==> src/sv/assert_macros.svh <==
// ----------------------------------------------------------------------------
// assertion macros
// shared concurrent assertion helpers, clocked on clk_i, disabled in reset
// ----------------------------------------------------------------------------
`ifndef ASSERT_MACROS_SVH
`define ASSERT_MACROS_SVH

`ifndef SYNTH
// property must hold at every clock edge out of reset
`define ASSERT_PROP(name, prop, msg) \
  name: assert property (@(posedge clk_i) disable iff (!rst_ni) prop) \
    else $error(msg);
// condition must never be seen at a clock edge out of reset
`define ASSERT_NEVER(name, cond, msg) \
  name: assert property (@(posedge clk_i) disable iff (!rst_ni) !(cond)) \
    else $error(msg);
`else
`define ASSERT_PROP(name, prop, msg)
`define ASSERT_NEVER(name, cond, msg)
`endif

`endif

==> src/sv/cnlb_pkg.sv <==
// ----------------------------------------------------------------------------
// cnlb_pkg
// shared types and constants of the cutoff neighbor list builder
// ----------------------------------------------------------------------------
`default_nettype none

package cnlb_pkg;

  localparam int unsigned COORD_W    = 32;
  localparam int unsigned BOX_W      = 31;
  localparam int unsigned CUTOFF_W   = 64;
  localparam int unsigned IDX_W      = 6;
  localparam int unsigned MASK_W     = 64;
  localparam int unsigned CFG_IDX_W  = 2;
  localparam int unsigned CFG_DATA_W = 64;
  localparam int unsigned MAX_ATOMS_DEFAULT = 64;

  // 50.0 in q16.16
  localparam logic [BOX_W-1:0]    BOX_RESET    = 31'd3276800;
  // 196.0 in q32.32
  localparam logic [CUTOFF_W-1:0] CUTOFF_RESET = 64'd841813590016;

  // register indexes
  localparam logic [CFG_IDX_W-1:0] REG_BOX_LENGTH     = 2'd0;
  localparam logic [CFG_IDX_W-1:0] REG_CUTOFF_SQUARED = 2'd1;

  typedef struct packed {
    logic [COORD_W-1:0] z;
    logic [COORD_W-1:0] y;
    logic [COORD_W-1:0] x;
  } coord_t;

  // pair unit status back to the row sequencer
  typedef struct packed {
    logic done;
    logic hit;
  } pair_status_t;

endpackage

`default_nettype wire

==> src/sv/cnlb_pair_unit.sv <==
// ----------------------------------------------------------------------------
// cnlb_pair_unit
// tests one atom pair: per axis a shared adder forms the difference, the
// periodic correction and the magnitude, one 32x32 multiplier squares it,
// then the exact sum of squares is compared against the squared cutoff
// ----------------------------------------------------------------------------
`default_nettype none

module cnlb_pair_unit (
  input  wire logic                               clk_i,
  input  wire logic                               rst_ni,
  input  wire logic                               start_i,
  input  wire cnlb_pkg::coord_t                   coord_i_i,
  input  wire cnlb_pkg::coord_t                   coord_j_i,
  input  wire logic [cnlb_pkg::BOX_W-1:0]         box_i,
  input  wire logic [cnlb_pkg::CUTOFF_W-1:0]      cutoff_i,
  output cnlb_pkg::pair_status_t                  status_o
);

  localparam int unsigned DW   = 35;  // corrected difference, signed
  localparam int unsigned CW2  = 36;  // twice the difference, signed
  localparam int unsigned ACCW = 68;  // three squares of up to 66 bits

  localparam logic [1:0] AXIS_X = 2'd0;
  localparam logic [1:0] AXIS_Y = 2'd1;
  localparam logic [1:0] AXIS_Z = 2'd2;

  typedef enum logic [7:0] {
    P_IDLE    = 8'b0000_0001,
    P_DIFF    = 8'b0000_0010,
    P_WRAP_HI = 8'b0000_0100,
    P_WRAP_LO = 8'b0000_1000,
    P_MAG     = 8'b0001_0000,
    P_MUL     = 8'b0010_0000,
    P_ACC     = 8'b0100_0000,
    P_CMP     = 8'b1000_0000
  } pair_state_e;

  pair_state_e state_q, state_d;
  logic [1:0]  axis_q, axis_d;

  logic [DW-1:0]   d_q, d_d;
  logic [63:0]     prod_q, prod_d;
  logic            hi_q, hi_d;
  logic [ACCW-1:0] acc_q, acc_d;

  logic [cnlb_pkg::COORD_W-1:0] ci, cj;
  logic [DW-1:0]  op_a, op_b, sum;
  logic           op_sub;
  logic [DW-1:0]  box_ext;
  logic [CW2-1:0] twice_d, box_w, neg_box;
  logic           gt_half, lt_neg_half;
  logic [31:0]    mul_a;
  logic [ACCW-1:0] hi_term;

  // axis operand select
  always_comb begin
    unique case (axis_q)
      AXIS_X:  begin ci = coord_i_i.x; cj = coord_j_i.x; end
      AXIS_Y:  begin ci = coord_i_i.y; cj = coord_j_i.y; end
      AXIS_Z:  begin ci = coord_i_i.z; cj = coord_j_i.z; end
      default: begin ci = coord_i_i.x; cj = coord_j_i.x; end
    endcase
  end

  assign box_ext     = {{(DW-cnlb_pkg::BOX_W){1'b0}}, box_i};
  assign twice_d     = {d_q, 1'b0};
  assign box_w       = {{(CW2-cnlb_pkg::BOX_W){1'b0}}, box_i};
  assign neg_box     = {CW2{1'b0}} - box_w;
  assign gt_half     = $signed(twice_d) > $signed(box_w);
  assign lt_neg_half = $signed(twice_d) < $signed(neg_box);

  // shared adder
  always_comb begin
    op_a   = d_q;
    op_b   = {DW{1'b0}};
    op_sub = 1'b0;
    unique case (state_q)
      P_DIFF: begin
        op_a   = {{(DW-cnlb_pkg::COORD_W){cj[cnlb_pkg::COORD_W-1]}}, cj};
        op_b   = {{(DW-cnlb_pkg::COORD_W){ci[cnlb_pkg::COORD_W-1]}}, ci};
        op_sub = 1'b1;
      end
      P_WRAP_HI: begin
        op_b   = box_ext;
        op_sub = 1'b1;
      end
      P_WRAP_LO: begin
        op_b   = box_ext;
      end
      P_MAG: begin
        op_a   = {DW{1'b0}};
        op_b   = d_q;
        op_sub = 1'b1;
      end
      default: ;
    endcase
  end

  assign sum = op_a + (op_sub ? ~op_b : op_b) + {{(DW-1){1'b0}}, op_sub};

  assign mul_a   = d_q[31:0];
  assign hi_term = hi_q ? ({3'b000, d_q[31:0], 33'd0} + {4'b0001, 64'd0}) : {ACCW{1'b0}};

  always_comb begin
    state_d = state_q;
    axis_d  = axis_q;
    d_d     = d_q;
    prod_d  = prod_q;
    hi_d    = hi_q;
    acc_d   = acc_q;
    unique case (state_q)
      P_IDLE: begin
        if (start_i) begin
          axis_d  = AXIS_X;
          acc_d   = {ACCW{1'b0}};
          state_d = P_DIFF;
        end
      end
      P_DIFF: begin
        d_d     = sum;
        state_d = P_WRAP_HI;
      end
      P_WRAP_HI: begin
        if (gt_half) d_d = sum;
        state_d = P_WRAP_LO;
      end
      P_WRAP_LO: begin
        if (lt_neg_half) d_d = sum;
        state_d = P_MAG;
      end
      P_MAG: begin
        if (d_q[DW-1]) d_d = sum;
        state_d = P_MUL;
      end
      P_MUL: begin
        // |d| < 2^33: low word squared here, top bit folded in on accumulate
        prod_d  = 64'(mul_a) * 64'(mul_a);
        hi_d    = d_q[32];
        state_d = P_ACC;
      end
      P_ACC: begin
        acc_d = acc_q + {4'b0000, prod_q} + hi_term;
        if (axis_q == AXIS_Z) begin
          state_d = P_CMP;
        end else begin
          axis_d  = axis_q + 2'd1;
          state_d = P_DIFF;
        end
      end
      P_CMP: begin
        state_d = P_IDLE;
      end
      default: state_d = P_IDLE;
    endcase
  end

  assign status_o.done = (state_q == P_CMP);
  assign status_o.hit  = acc_q < {4'b0000, cutoff_i};

  always_ff @(posedge clk_i or negedge rst_ni) begin
    if (!rst_ni) begin
      state_q <= P_IDLE;
      axis_q  <= AXIS_X;
    end else begin
      state_q <= state_d;
      axis_q  <= axis_d;
    end
  end

  always_ff @(posedge clk_i) begin
    d_q    <= d_d;
    prod_q <= prod_d;
    hi_q   <= hi_d;
    acc_q  <= acc_d;
  end

  `include "assert_macros.svh"

  `ASSERT_PROP(a_start_when_idle, start_i |-> state_q == P_IDLE, "pair start while busy")
  `ASSERT_PROP(a_mag_fits, state_q == P_MUL |-> d_q[DW-1:33] == 2'b00, "magnitude exceeds 33 bits")
  `ASSERT_PROP(a_done_single, status_o.done |=> !status_o.done, "pair done held over two cycles")

endmodule

`default_nettype wire
==> config.mk <==
export PLATFORM = sky130hd
export DESIGN_NAME = cnlb_pair_unit
export DESIGN_NICKNAME = d
export VERILOG_FILES = /design/src/sv/cnlb_pkg.sv /design/src/sv/cnlb_pair_unit.sv
export VERILOG_INCLUDE_DIRS = /design/src /design/src/sv
export SDC_FILE = /design/constraint.sdc
export NUM_CORES = 2
export LEC_CHECK = 0
export BUFFER_PORTS_ARGS = -buffer_cell sky130_fd_sc_hd__clkbuf_2
export CAP_MARGIN = 20
export CORE_UTILIZATION = 40
export DETAILED_ROUTE_END_ITERATION = 12
export GPL_TIMING_DRIVEN = 1
export SLEW_MARGIN = 25
export SYNTH_ARGS = -nofsm -noshare
export SYNTH_HDL_FRONTEND = slang
export SYNTH_SLANG_ARGS = --single-unit
==> constraint.sdc <==
create_clock -name clk_i -period 23 [get_ports clk_i]
set_clock_uncertainty 0.05 [all_clocks]
set_input_delay 1.15 -clock clk_i [delete_from_list [all_inputs] [get_ports clk_i]]
set_output_delay 1.15 -clock clk_i [all_outputs]
set_load 0.02 [all_outputs]
; Yosys cells after proc, flatten, opt, wreduce, memory -nomap -nowiden
; Cells that the tools add are included.
[word_totals]
word_cells = 61
register_bits = 178
output_inout_bits = 2
inputBits = 290
[op_classes]
n_addsub = 7
multipliers = 1
n_mux = 19
n_reduce_logical = 8
order_cmp = 3
bitwise_logic = 1
eq_ne = 15
[ops]
columns = operator, n
row1 = 35-bit 2-to-1 mux, 4
row2 = 35-bit one-hot mux with 4 select lines, 1
row3 = 68-bit one-hot mux with 2 select lines, 1
row4 = 32-bit one-hot mux with 2 select lines, 2
row5 = 35-bit one-hot mux with 3 select lines, 1
row6 = 35-bit one-hot mux with 2 select lines, 1
row7 = 68-bit by 64-bit adder with 68-bit output, 1
row8 = 68-bit by 66-bit adder with 68-bit output, 1
row9 = 68-bit by 64-bit less-than comparator with 1-bit output, 1
row10 = 68-bit 2-to-1 mux, 1
row11 = "65-bit by 65-bit adder with 66-bit output, second input constant", 1
row12 = 66-bit 2-to-1 mux, 1
row13 = 32-bit by 32-bit multiplier with 64-bit output, 1
row14 = 8-bit one-hot mux with 7 select lines, 1
row15 = 36-bit by 32-bit greater-than comparator with 1-bit output, 1
row16 = 36-bit by 32-bit less-than comparator with 1-bit output, 1
row17 = 35-bit by 1-bit adder with 35-bit output, 1
row18 = 35-bit adder, 1
row19 = 35-bit NOT, 1
row20 = "1-bit by 31-bit subtractor with 32-bit output, first input constant", 1
row21 = 8-bit 2-to-1 mux, 2
row22 = "2-bit inequality test, second input constant", 5
row23 = "8-bit by 1-bit == test with 1-bit output, second input constant", 1
row24 = "8-bit by 2-bit == test with 1-bit output, second input constant", 1
row25 = other kinds (19), 21

; Logic depth before layout (Yosys ltp)
[logic_depth]
word_depth = 9
ltp_mapped = 30
ltp_nobuf = 28

; Worst setup path before layout
; No wires, ideal clock.
[synth_path]
path_kind = register -> register
start = reg d_q[2]
end = reg prod_q[62] (data pin)
t_arrival_ns = 7.998
n_path_buf = 2
slack_ns = 14.687
period_less_slack_ns = 8.313
required_ns = 22.684
setup_ns = 0.266
path_stages_with_launch = 28
cell_sequence = edfxtp_1 > clkbuf_1 > buf_1 > nand2_1 > fa_1 > inv_1 > fa_1 > inv_1 > fa_1 > fa_1 > inv_1 > fa_1 > inv_1 > fa_1 > inv_1 > fa_1 > fa_1 > ha_1 > nand3_1 > or4_1 > o2111ai_2 > nand2_2 > o41ai_4 > a41oi_2 > o31a_1 > o221a_2 > o31ai_2 > xor2_1
[synth_between]
elab_chain_cells = 1
[synth_rtl]
columns = item, line
row1 = start: declaration, cnlb_pair_unit.sv:42  ; logic [DW-1:0] d_q, d_d;
row2 = start signal: assignment, cnlb_pair_unit.sv:172  ; d_q <= d_d;
row3 = 32-bit by 32-bit multiplier with 64-bit output, cnlb_pair_unit.sv:138  ; prod_d = 64'(mul_a) * 64'(mul_a);
row4 = end signal: assignment, cnlb_pair_unit.sv:173  ; prod_q <= prod_d;
row5 = end: declaration, cnlb_pair_unit.sv:43  ; logic [63:0] prod_q, prod_d;
; No other way between the ends.
; A chain may end at the register's enable or synchronous reset.

; Worst setup path after layout
[layout_path]
start = reg d_q[16]
end = reg prod_q[62] (data pin)
; The elaborated chain is that of the path after synthesis.

==> PnR_summary.wiki <==
{| class="wikitable"
! Metric !! Value
|-
| Outcome || complete, no violations
|-
| Htree depth || 4
|-
| Setup slack of the most critical reg-to-reg path || 13.62 ns
|-
| Crit path top cell by count || fa_1
|-
| Most instantiated flip-flop cell in the synthesis netlist || edfxtp_1
|-
| Worst-case clock buffer depth || 2
|-
| Critical Path, Cell by Cell || buf_4 -> clkinv_1 -> nor2_1 -> fa_1 -> fa_1 -> fa_1 -> inv_1 -> fa_1 -> inv_1 -> fa_1 -> fa_1 -> fa_1 -> fa_1 -> ha_1 -> nand3_1 -> or4_1 -> o2111ai_2 -> nand2_2 -> o41ai_4 -> a41oi_2 -> o31a_1 -> o221a_2 -> o31ai_2 -> xor2_1
|-
| Kind of end point of the critical path || flop
|-
| Clock insertion delay at the later pin of the skew report || 0.50 ns
|-
| Critical-path maximum fanout || 30
|-
| DRC Markers || 0
|-
| Sink Count || 177
|-
| Number of buffers created by CTS || 17
|-
| Mean routed wirelength per cell || 20.8 um
|-
| Slowest cell delay on critical path || 0.58 ns
|-
| Mean instance size in the synthesized netlist || 9.15 sq um
|-
| Type of element launching the critical path || flop
|-
| Wire length of the first global-routing pass || 222000 um
|-
| Highest attainable clock frequency || 107 MHz
|-
| Vias after detailed routing || 37100
|-
| Worst flop-to-flop path startpoint || d_q[16]
|-
| Initial standard-cell utilization of the core || 40.4%
|-
| Cell chosen for the clock root || clkbuf_16
|-
| Setup violation total in the final timing report || 0
|-
| Setup repair after global routing missed its margin || no
|-
| Port Buf Inserts || 291
|-
| Placeable core region || 118000 sq um
|-
| Type of the worst min-delay path || in2async
|-
| Top cells by area in the synthesized netlist || fa_1 35%, ha_1 15%, edfxtp_1 10%
|-
| Final hold violations || 0
|-
| Overall die area || 121000 sq um
|-
| Sequential share of the synthesized area || 11.0%
|-
| Net count, final || 7027
|-
| Final antenna-violating net count || 0
|-
| Warning count from the yosys run || 0
|-
| Maximum number of pins on one net before global-route repair || 85
|-
| Type of the worst setup path || reg2reg
|-
| Reg2Reg Capture Point || prod_q[62]
|-
| IO Pins || 292
|-
| Number of max-cap violations || 0
|-
| Placer congestion estimate || 0.929
|-
| Cells resized by post-CTS repair || 0
|-
| Routed wire length || 143000 um
|-
| Summed negative setup slack over all endpoints || 0 ns
|-
| CP Data Arrival Time || 9.57 ns
|-
| Die height || 348 um
|-
| Number of vias per cell after detailed routing || 5.38
|-
| Syn Nets || 6898
|-
| Number of buffers inserted to repair setup after CTS || 0
|-
| Post-route design area || 51300 sq um
|-
| Total congestion overflow after global routing || 0
|-
| Proportion of netlist area held by the largest area contributor || 34.5%
|-
| Number of enable flip-flop cells after synthesis || 167
|-
| Filler cells || 11700
|-
| Critical path's slowest cell || clkinv_1
|-
| Number of global-route vias before repair || 38900
|-
| Post-layout min period || 9.38 ns
|-
| Register bit count reported by yosys || 177
|-
| Portion of the clock cycle consumed by the worst path in the final layout || 40.8%
|-
| CTS tree || built
|-
| Clock transition at the registers of the reported paths || 0.08 ns
|-
| Fraction of layout instances using a drive strength above 1 || 8.07%
|-
| CP Data Required Time || 23.19 ns
|-
| Placed instance area || 50700 sq um
|-
| Hold_buf cts || 0
|-
| Worst slew pin tran || 1.00 ns
|-
| Number of cells on the worst reg-to-reg path || 24
|-
| Count of cell types in the netlist || 87
|-
| Async SR Flop Fraction || 5.65%
|-
| DP Wirelength || 116000 um
|-
| Layout overhead on the synthesized area || 7.24%
|-
| Gr usage total || 23.9%
|-
| Chip width || 348 um
|-
| Violation count after the first detailed-routing iteration || 2431
|-
| Floorplan row count || 126
|-
| Area leader, netlist || fa_1
|-
| Cells after synthesis || 5225
|-
| Slew Limit Fails || 0
|-
| Number of antenna violations at the first check in global routing || 6
|-
| Relative slew slack || 32.1%
|-
| Post-synthesis cell area || 47800 sq um
|-
| First-pass DRT Iterations || 7
|}
logic make-up (layout without fill, tap and decap cells):
group,count (synthesis),after routing,synth area share (%)
muxes,5,5,0.107
adders and majority gates,1383,1383,49.1
buffers and inverters,1317,1459,10.5
xor gates and xnor gates,213,213,3.90
and+or+nand+nor,1229,1229,12.8
other,0,3,0
DFF,177,177,11.0
AOI/OAI and AO/OA,901,901,12.6
critical path: cells and delay by family (launching register included):
family / cells / cell delay (ns)
buf+inv: 4 / 1.14
compound gates: 6 / 1.91
flops: 1 / 0.33
xor+xnor: 1 / 0.11
fa+ha+maj: 9 / 4.33
simple gates: 4 / 1.23
layout make-up:
| class | instances | area, sq um | area share [%] |
|---|---|---|---|
| antenna | 3 | 7.51 | 0.0146 |
| clock buffer | 17 | 425 | 0.830 |
| clock inverter | 15 | 148 | 0.288 |
| inverter | 1080 | 4050 | 7.91 |
| multi-input combinational | 3731 | 37600 | 73.3 |
| sequential | 177 | 5270 | 10.3 |
| tap | 1536 | 1920 | 3.75 |
| timing repair buffer | 347 | 1880 | 3.67 |
per-stage QoR:
step	hold slack, ns	setup WS (ns)	utilization, %	std cells
after global routing	0.441	13.35	43.4	6905
final	0.450	13.62	43.4	6906
after CTS	0.438	13.65	43.4	6903
after detailed placement	0.538	13.68	42.9	6871
after global placement	0.504	13.89	42.9	6871
after floorplan	0.446	14.69	-	5225
cells in the final DEF (no fill, tap or decap), types with 56 or more instances in the layout:
cell type,instances
a221o_1,56
o21ai_0,220
inv_1,1078
xor2_1,89
edfxtp_1,167
xnor2_1,124
a21oi_1,202
nor2_1,217
a21o_1,135
and2_1,285
clkbuf_2,291
fa_1,825
nand2_1,388
ha_1,556
nand3_1,85
nand4_1,59
routing by layer:
metal / share of wire (%) / global-route usage (%) / up-vias
li1: - / - / 17200
met4: 4.7 / 9.98 / 2
met3: 5.9 / 3.30 / 246
met1: 41 / 30.2 / 18500
met5: 0.012 / 0 / -
met2: 48 / 41.0 / 1220
state kept, by name, indices dropped and copies added, names as in the netlist:
signal,flops
acc_q,68
axis_q,2
d_q,35
hi_q,1
prod_q,63
state_q,8
worst max-delay path by stage:
stage,start,to,cells past startpoint,slack (ns)
6_report,d_q[16],prod_q[62],24,13.62
2_1_floorplan,d_q[2],prod_q[62],27,14.69
3_5_place_dp,d_q[16],prod_q[62],24,13.68
3_3_place_gp,d_q[16],prod_q[62],24,13.89
5_1_grt,d_q[16],prod_q[62],24,13.35
4_1_cts,d_q[16],prod_q[62],24,13.65
Yosys cell counts, types with 5 or more instances:
| cell | instances |
|---|---|
| and3_1 | 12 |
| buf_1 | 16 |
| ha_1 | 558 |
| and4_1 | 10 |
| nor3_1 | 40 |
| nand2b_1 | 38 |
| nor4_1 | 10 |
| nand3_1 | 86 |
| buf_4 | 6 |
| nand2_1 | 388 |
| inv_1 | 1078 |
| edfxtp_1 | 167 |
| a211o_1 | 6 |
| nor2_1 | 218 |
| a21boi_0 | 7 |
| or3_1 | 5 |
| and2_1 | 285 |
| o21bai_1 | 40 |
| a211oi_1 | 26 |
| o31a_1 | 5 |
| a22oi_1 | 16 |
| or2_2 | 7 |
| nor2b_1 | 43 |
| a31o_2 | 18 |
| xor2_1 | 89 |
| o21ai_0 | 221 |
| o21a_1 | 20 |
| dfrtp_1 | 9 |
| a311oi_1 | 5 |
| o211ai_1 | 9 |
| clkbuf_1 | 207 |
| a41oi_1 | 7 |
| a31oi_1 | 34 |
| xnor2_1 | 124 |
| a21o_1 | 135 |
| a221o_1 | 56 |
| o41ai_1 | 5 |
| fa_1 | 825 |
| o2111ai_1 | 5 |
| o31ai_1 | 7 |
| a2111oi_0 | 5 |
| o22ai_1 | 10 |
| a221oi_1 | 32 |
| a21oi_1 | 202 |
| nand4_1 | 59 |
Power is left out: the tool's default activity adds up to more than one toggle a clock period on the data nets, which glitch-free logic cannot reach.
